===== src/hw/rtl/wpm_pkg.sv =====
// wpm_pkg: shared types and constants of the wildcard pattern matcher
// no dependencies; imported by wildcard_pattern_matcher
`default_nettype none
package wpm_pkg;

  localparam int unsigned MAX_PATTERN_DEF   = 8;
  localparam int unsigned POSITION_BITS_DEF = 32;

  localparam int unsigned CFG_DATA_W  = 64;
  localparam int unsigned CFG_INDEX_W = 1;
  localparam int unsigned LEN_W       = 4;
  localparam int unsigned HIT_W       = 32;

  localparam logic [7:0] WILDCARD = 8'h3F;

  typedef enum logic [CFG_INDEX_W-1:0] {
    CFG_PATTERN_BYTES  = 1'b0,
    CFG_PATTERN_LENGTH = 1'b1
  } cfg_index_e;

endpackage
`default_nettype wire


===== src/hw/rtl/wildcard_pattern_matcher.sv =====
// wildcard_pattern_matcher: streaming search of text bytes for a pattern with '?' wildcards
// depends on wpm_pkg
// Takes one text byte per cycle and reports every 0-based start position at which
// the configured pattern (up to MAX_PATTERN bytes, '?' matches any byte) ends in the
// window of the most recent bytes. Each new byte is shifted into the window and all
// candidate alignments are compared in parallel against the pattern in the same cycle,
// the hit going into an output register that is seen on the next cycle. Throughput is
// one item per cycle; input is held off only while that output register is full and
// stalled. A byte flagged as text end is still searched, then the window, fill count
// and position counter clear. The position counter saturates at its maximum. Configuration
// must be written only while the block is idle; the block itself does not enforce this.
`default_nettype none
module wildcard_pattern_matcher #(
  parameter int unsigned MAX_PATTERN   = wpm_pkg::MAX_PATTERN_DEF,
  parameter int unsigned POSITION_BITS = wpm_pkg::POSITION_BITS_DEF
) (
  input  wire logic                           clk_i,
  input  wire logic                           rst_ni,
  input  wire logic                           cfg_we_i,
  input  wire logic [wpm_pkg::CFG_INDEX_W-1:0] cfg_index_i,
  input  wire logic [wpm_pkg::CFG_DATA_W-1:0]  cfg_wdata_i,
  input  wire logic                           in_valid_i,
  output logic                                in_stall_o,
  input  wire logic [7:0]                     text_byte_i,
  input  wire logic                           text_end_i,
  output logic                                out_valid_o,
  input  wire logic                           out_stall_i,
  output logic [wpm_pkg::HIT_W-1:0]           hit_position_o
);
  import wpm_pkg::*;

  localparam int unsigned FILL_W = $clog2(MAX_PATTERN + 1);
  localparam int unsigned IDX_W  = (MAX_PATTERN > 1) ? $clog2(MAX_PATTERN) : 1;
  localparam logic [FILL_W-1:0] FILL_MAX = FILL_W'(MAX_PATTERN);
  localparam logic [LEN_W-1:0]  LEN_MAX  = LEN_W'(MAX_PATTERN);

  logic [CFG_DATA_W-1:0]    pattern_q;
  logic [LEN_W-1:0]         length_q;
  logic [7:0]               win_q [MAX_PATTERN];
  logic [7:0]               win_d [MAX_PATTERN];
  logic [FILL_W-1:0]        fill_q, fill_d;
  logic [POSITION_BITS-1:0] pos_q, pos_d;
  logic                     out_valid_q;
  logic [HIT_W-1:0]         hit_q;

  logic                     in_acc;
  logic [LEN_W-1:0]         len_used;
  logic [LEN_W-1:0]         len_m1;
  logic [MAX_PATTERN-1:0]   match_len;
  logic                     hit_c;
  logic [POSITION_BITS-1:0] start_pos;

  assign in_stall_o     = out_valid_q & out_stall_i;
  assign in_acc         = in_valid_i & ~in_stall_o;
  assign out_valid_o    = out_valid_q;
  assign hit_position_o = hit_q;

  // configuration
  always_ff @(posedge clk_i or negedge rst_ni) begin
    if (!rst_ni) begin
      pattern_q <= '0;
      length_q  <= LEN_W'(1);
    end else if (cfg_we_i) begin
      case (cfg_index_e'(cfg_index_i))
        CFG_PATTERN_BYTES:  pattern_q <= cfg_wdata_i;
        CFG_PATTERN_LENGTH: length_q  <= cfg_wdata_i[LEN_W-1:0];
        default: ;
      endcase
    end
  end

  // clamp length to 1..MAX_PATTERN
  always_comb begin
    if (length_q == '0) begin
      len_used = LEN_W'(1);
    end else if (length_q > LEN_MAX) begin
      len_used = LEN_MAX;
    end else begin
      len_used = length_q;
    end
  end
  assign len_m1 = len_used - LEN_W'(1);

  // window shift, newest byte at entry 0
  always_comb begin
    win_d[0] = text_byte_i;
    for (int k = 1; k < MAX_PATTERN; k++) begin
      win_d[k] = win_q[k-1];
    end
  end

  assign fill_d = (fill_q == FILL_MAX) ? fill_q : fill_q + FILL_W'(1);
  assign pos_d  = (pos_q == '1) ? pos_q : pos_q + POSITION_BITS'(1);

  // match for each candidate length in parallel
  always_comb begin
    for (int l = 0; l < MAX_PATTERN; l++) begin
      match_len[l] = 1'b1;
      for (int i = 0; i < MAX_PATTERN; i++) begin
        if (i <= l) begin
          if (pattern_q[8*i +: 8] != WILDCARD && pattern_q[8*i +: 8] != win_d[l-i]) begin
            match_len[l] = 1'b0;
          end
        end
      end
    end
  end

  assign hit_c     = (LEN_W'(fill_d) >= len_used) & match_len[len_m1[IDX_W-1:0]];
  assign start_pos = pos_q - POSITION_BITS'(len_m1);

  // text state
  always_ff @(posedge clk_i or negedge rst_ni) begin
    if (!rst_ni) begin
      fill_q <= '0;
      pos_q  <= '0;
      for (int k = 0; k < MAX_PATTERN; k++) begin
        win_q[k] <= '0;
      end
    end else if (in_acc) begin
      if (text_end_i) begin
        fill_q <= '0;
        pos_q  <= '0;
        for (int k = 0; k < MAX_PATTERN; k++) begin
          win_q[k] <= '0;
        end
      end else begin
        fill_q <= fill_d;
        pos_q  <= pos_d;
        for (int k = 0; k < MAX_PATTERN; k++) begin
          win_q[k] <= win_d[k];
        end
      end
    end
  end

  // result register
  always_ff @(posedge clk_i or negedge rst_ni) begin
    if (!rst_ni) begin
      out_valid_q <= 1'b0;
    end else if (!in_stall_o) begin
      out_valid_q <= in_acc & hit_c;
    end
  end

  always_ff @(posedge clk_i) begin
    if (in_acc && hit_c) begin
      hit_q <= HIT_W'(start_pos);
    end
  end

  // checks
  a_fill_bound: assert property (@(posedge clk_i) disable iff (!rst_ni)
    fill_q <= FILL_MAX)
    else $error("window fill above pattern capacity");

  a_end_clears: assert property (@(posedge clk_i) disable iff (!rst_ni)
    in_acc && text_end_i |=> fill_q == '0 && pos_q == '0)
    else $error("text end did not clear state");

  a_pos_step: assert property (@(posedge clk_i) disable iff (!rst_ni)
    in_acc && !text_end_i && pos_q != '1 |=> pos_q == $past(pos_q) + POSITION_BITS'(1))
    else $error("position counter did not advance");

  a_hit_needs_fill: assert property (@(posedge clk_i) disable iff (!rst_ni)
    in_acc && hit_c |-> LEN_W'(fill_d) >= len_used && pos_q >= POSITION_BITS'(len_m1))
    else $error("hit before window holds the pattern");

  a_hit_loaded: assert property (@(posedge clk_i) disable iff (!rst_ni)
    in_acc && hit_c |=> out_valid_o && hit_q == $past(HIT_W'(start_pos)))
    else $error("hit not presented");

endmodule
`default_nettype wire

===== config.mk =====
export PLATFORM = sky130hd
export DESIGN_NAME = wildcard_pattern_matcher
export DESIGN_NICKNAME = d
export VERILOG_FILES = /design/src/hw/rtl/wpm_pkg.sv /design/src/hw/rtl/wildcard_pattern_matcher.sv
export SDC_FILE = /design/constraint.sdc
export NUM_CORES = 1
export LEC_CHECK = 0
export BUFFER_PORTS_ARGS = -buffer_cell sky130_fd_sc_hd__buf_2
export CAP_MARGIN = 40
export CORE_ASPECT_RATIO = 0.8
export CORE_MARGIN = 3
export CORE_UTILIZATION = 30
export CTS_CLUSTER_SIZE = 14
export DETAILED_ROUTE_END_ITERATION = 10
export PLACE_DENSITY_LB_ADDON = 0.05
export REMOVE_ABC_BUFFERS = 1
export SLEW_MARGIN = 10
export SYNTH_ARGS = -nofsm -noshare
export SYNTH_HDL_FRONTEND = slang
export SYNTH_SLANG_ARGS = --single-unit

===== constraint.sdc =====
create_clock -name clk_i -period 6.9 [get_ports clk_i]
set_clock_uncertainty 0.1 [all_clocks]
set_input_delay 1.38 -clock clk_i [delete_from_list [all_inputs] [get_ports clk_i]]
set_output_delay 1.38 -clock clk_i [all_outputs]
set_load 0.01 [all_outputs]

Word-level counts from Yosys, hierarchy flattened
Index checks and enable logic that the tools add are counted.
W data, S select, Z words.
Storage, ports and cells
  memory bits (writable): 0
  output and inout port bits: 34
  memories: 0
  register bits after elaboration: 193
  logic and storage cells: 159
  latch bits: 0
  bits in read-only memories: 0
Cells by class
  $add $sub $neg: 4
  reductions and logical operators: 41
  shifts and indexed selects: 0
  eq/ne operators: 47
  bitwise logic cells: 6
  divide/modulo/power cells: 0
  order comparisons: 3
  multipliers: 0
  multiplexer cells: 45
Operator list (count)
  $ne A8 B8 Y1: 36
  $mux W32: 2
  $mux W64: 1
  $ne A8 B6 Y1 const B: 8
  $logic_and A1 B1 Y1: 37
  $mux W1: 37
  $add A32 B1 Y32 const B: 1
  $eq A32 B32 Y1 const B: 1
  $sub A32 B4 Y32: 1
  $mux W4: 4
  $reduce_and A2 Y1: 3
  $add A4 B1 Y4 const B: 1
  $and A1 B1 Y1: 4
  $eq A4 B4 Y1 const B: 1
  $ge A4 B4 Y1: 1
  $gt A4 B4 Y1 const B: 1
  $logic_not A4 Y1: 1
  $lt A3 B4 Y1 const B: 1
  $sub A4 B1 Y4 const B: 1
  $bmux W1 S3: 1
  $ne A2 B2 Y1 const B: 1
  $not A1 Y1: 2

Longest topological paths before layout
  word-level depth: 14
  mapped depth: 14

Worst setup path after synthesis
OpenSTA, ideal clock, no wires.
  path type: in2reg
  start point: input text_byte_i[1]
  end point: register hit_q[0], in the netlist hit_position_o[0] (enable)
  library setup time: 461 ps
  stages on the path: 8
  arrival: 5054 ps
  slack: 1285 ps
  cell sequence: clkbuf_1 > xnor2_1 > nand4_1 > o21ai_0 > nand2_1 > o41a_1 > a311o_1 > nor3_1
Between the ends
  cells in the longest elaborated chain, start to end: 7
  elaborated cells on any way between the ends: 28
RTL lines
  start, declared: RTL line wildcard_pattern_matcher.sv:24  | input wire logic [7:0] text_byte_i,
  $ne A8 B8 Y1: RTL line wildcard_pattern_matcher.sv:101  | if (pattern_q[8*i +: 8] != WILDCARD && pattern_q[8*i +: 8] != win_d[l-i]) begin
  $logic_and A1 B1 Y1: RTL line wildcard_pattern_matcher.sv:101
  $mux W1: RTL line wildcard_pattern_matcher.sv:101
  $bmux W1 S3 (*): RTL line wildcard_pattern_matcher.sv:109  | assign hit_c = (LEN_W'(fill_d) >= len_used) & match_len[len_m1[IDX_W-1:0]];
  $mux W1 (implied by the code) (*): RTL line wildcard_pattern_matcher.sv:109
  $and A1 B1 Y1 (*): RTL line wildcard_pattern_matcher.sv:109
  $logic_and A1 B1 Y1 (*): RTL line wildcard_pattern_matcher.sv:147  | if (in_acc && hit_c) begin
  end signal, assigned: RTL line wildcard_pattern_matcher.sv:148  | hit_q <= HIT_W'(start_pos);
  end, declared: RTL line wildcard_pattern_matcher.sv:44  | logic [HIT_W-1:0] hit_q;
Every way passes the cells marked *; elsewhere a longest branch is shown, timed or not. The select of a mux whose other input is x is not followed.
A chain may end at the register's enable or synchronous reset.

Worst setup path after layout
  start point: register length_q[0]
  end point: register hit_q[24], in the netlist hit_position_o[24], data pin
Between the ends
  cells in the longest elaborated chain, start to end: 5
  elaborated cells on any way between the ends: 6
RTL lines
  start, declared: RTL line wildcard_pattern_matcher.sv:38  | logic [LEN_W-1:0] length_q;
  start signal, assigned: RTL line wildcard_pattern_matcher.sv:66  | CFG_PATTERN_LENGTH: length_q <= cfg_wdata_i[LEN_W-1:0];
  $gt A4 B4 Y1: RTL line wildcard_pattern_matcher.sv:76  | end else if (length_q > LEN_MAX) begin
  $mux W4: RTL line wildcard_pattern_matcher.sv:76
  $mux W4 (*): RTL line wildcard_pattern_matcher.sv:74  | if (length_q == '0) begin
  $sub A4 B1 Y4 (*): RTL line wildcard_pattern_matcher.sv:82  | assign len_m1 = len_used - LEN_W'(1);
  $sub A32 B4 Y32 (*): RTL line wildcard_pattern_matcher.sv:110  | assign start_pos = pos_q - POSITION_BITS'(len_m1);
  named net start_pos[24]: RTL line wildcard_pattern_matcher.sv:51  | logic [POSITION_BITS-1:0] start_pos;
The timed path passes the listed nets; every way through them passes the cells marked *.

==> flow_summary.toml <==
[setup_path]
critPathMaxFanout = 7
critPathRequiredTime_ns = 7.01
crit_type = "register to register"
crit_slowest_cell = "a211oi_1"
critical_path_buf_inv_count = 1
critPathTopFamily = "simple AND/OR/NAND/NOR gates"
worstSetupStartpointType = "register"
crit_arrival_ns = 4.51
crit_path_end_kind = "register"
cp_cell_sequence = "nor2_1, nor2_1, inv_1, ha_1, xor2_1, ha_1, nor2b_1, a211oi_1, nor4b_4, nand2_1, or3_1, xnor2_1"
max_stage_delay_ns = 0.55

[logic_synthesis]
netlist_area_sq_mm = 0.0122
synth_flop_cell = "dfrtp_1"
synth_common_cells = "xor2_1 (186), dfrtp_1 (160), nand2_1 (156), xnor2_1 (156), clkbuf_1 (118)"
netlist_top_cells_area = "dfrtp_1 (33%), xor2_1 (13%), xnor2_1 (11%), edfxtp_1 (7.9%), mux2_2 (6.3%)"
synth_edf_count = 32
async_reset_ff_share_pct = 83.4
synth_top_area_share_pct = 32.8
yosysMostFrequentCell = "xor2_1"
synth_area_per_cell_sq_um = 9.53
synth_seq_area_share_pct = 40.8
yosys.area.top_type = "dfrtp_1"
postSynthCellCount = 1283
ys.warnings.count = 0
ys_seq_elements = 193
netlist-cell-type-count = 59

[floorplan]
row_count = 65
initial_utilization_pct = 30.7
die-height_um = 187
die_w_um = 232
fp.dieArea_sq_mm = 0.0432
core_sq_mm = 0.0399
ios = 113

[clock_tree]
clock_path_buffers = 2
htreeDepth = 4
clock_sinks = 193
hold_buffers = 0
cts_tree = "built"
clk_latency_ns = 0.47
post_cts_resized = 0
path_clk_slew_ns = 0.07
numCtsBuffers = 17
post_cts_buffers = 0
clock_tree.root_cell = "clkbuf_16"

[timing]
drv_slew = 0
worstMarginPinSlew_ns = 0.894
setup_viol = 0
setup-tns-final_ns = 0
fmax_ghz = 0.227
rsz0062_at_grt = "false"
min_period_ns = 4.40
slew_headroom_pct = 39.6
timing.hold.ws_ns = 0.398
period_share_pct = 63.8
hold_violations = 0

[routing]
drt_iter0_markers = 517
via_count = 9063
wire_per_inst_um = 21.0
ant_nets = 0
viasPerCell = 4.92
drt_wl_total_um = 38700
drc = 0
drtPass1Iterations = 5

[placed_design]
dp_hpwl_um = 27400
place.gp.congestion = 0.815
dp_cells = 1809
placed_area_sq_mm = 0.0131
io_buffers = 112

[global_route]
grt_pass1_wl_um = 59900
grt_max_degree = 75
antenna_found_initial = 1
track_usage_pct = 18.4
grt-ovfl-total = 0
grt_pass1_vias = 9009

[power_and_ir_drop]
ir_drop_uv = 141
leakagePower_nw = 5.63
p_per_area_mw_per_mm2 = 251
power.total_mw = 3.42

[finish]
nets = 1385
drive_gt1_share_pct = 18.7
antennaDiodeCount = 0
final_cells = 1841
syn2layout_area_growth_pct = 11.7
fill_cells = 4146
fin_area_sq_mm = 0.0136

[hold_path]
hold_class = "register to register"

[run_status]
status = "finished, final reports clean"

[job]
drv_cap = 0
[sequential cells by signal, indices dropped and copies added (netlist names)]
| name | flops |
|---|---|
| pattern_q | 64 |
| length_q | 4 |
| fill_q | 4 |
| win_d | 56 |
| hit_position_o | 32 |
| pos_q | 32 |
| out_valid_o | 1 |
[layout make-up]
cell class              count  area [sq um]  area share [%]
well taps                 536           671            4.91
clock buffers              20           468            3.43
flip-flops and latches    193          4990            36.6
repair buffers            124           654            4.79
inverters                  13          48.8           0.358
multi-input cells         943          6700            49.1
clock inverters            12           119           0.871
[layer usage]
metal	part of all wire (%)	track usage [%]	vias to the layer above
met5	0.028	0	-
li1	-	-	4336
met1	52	27.9	4504
met3	4.5	3.53	29
met4	1.2	4.62	2
met2	43	26.7	192
[cell families after synthesis]
| group | after synthesis | synth area share, % |
|---|---|---|
| AO/OA/AOI/OAI | 133 | 6.22 |
| XOR/XNOR | 342 | 24.5 |
| adder cells (fa/ha/maj) | 14 | 1.49 |
| buffers and inverters | 148 | 4.64 |
| flip-flops | 193 | 40.8 |
| multiplexers | 69 | 6.35 |
| other | 1 | 0.0307 |
| AND/OR/NAND/NOR | 383 | 15.9 |
[power breakdown]
| group | switching [mW] | internal [mW] |
|---|---|---|
| Clock | 0.485 | 0.537 |
| Sequential | 0.299 | 1.29 |
| Combinational | 0.405 | 0.410 |
| Total | 1.19 | 2.23 |
[path summary, 6_finish.rpt]
path,depth (start not counted),startpoint,end,slack (ns)
max in group asynchronous,2,rst_ni,win_d[52],4.71
worst min register to register,2,win_d[6],win_d[6],0.40
worst max-delay path,12,length_q[0],hit_position_o[24],2.50
worst max register to register,12,length_q[0],hit_position_o[24],2.50
min in group asynchronous,1,rst_ni,win_d[4],0.80
worst min-delay path,2,win_d[6],win_d[6],0.40
[per-stage QoR]
step           setup WS [ns]  util, %
3_3_place_gp            2.58     32.8
5_1_grt                 2.11     34.3
2_1_floorplan          0.557        -
4_1_cts                 2.51     34.3
6_report                2.50     34.3
3_5_place_dp            2.51     32.8
[worst reg2reg max path, delay by kind of cell (launching register included)]
family | cells | cell delay [ns]
XOR/XNOR | 2 | 0.47
flip-flops | 1 | 0.53
AND/OR/NAND/NOR | 6 | 1.68
AO/OA/AOI/OAI | 1 | 0.55
adder cells (fa/ha/maj) | 2 | 0.60
buffers and inverters | 1 | 0.22
[placed cells by master, fill, tap and decap left out, types with 3 or more instances in the layout]
cell,netlist,routed
xor2_1,186,186
dfrtp_1,160,160
xnor2_1,156,156
nand2_1,156,155
buf_2,3,112
o21ai_0,81,81
mux2_2,68,68
nand4_1,52,52
nor4_1,50,49
nor2_1,46,45
edfxtp_1,32,32
a21oi_1,28,28
clkbuf_16,0,18
ha_1,13,13
inv_1,12,12
buf_4,0,11
or3_1,10,10
nor3_1,11,10
nand3_1,9,9
and2_1,7,7
and3_1,7,7
and4_1,6,6
a21o_1,5,5
or4_1,5,5
inv_6,0,5
nor2b_1,5,4
a211oi_1,3,3
nand2b_1,3,3
No activity file was read; power rests on OpenSTA's default activity.
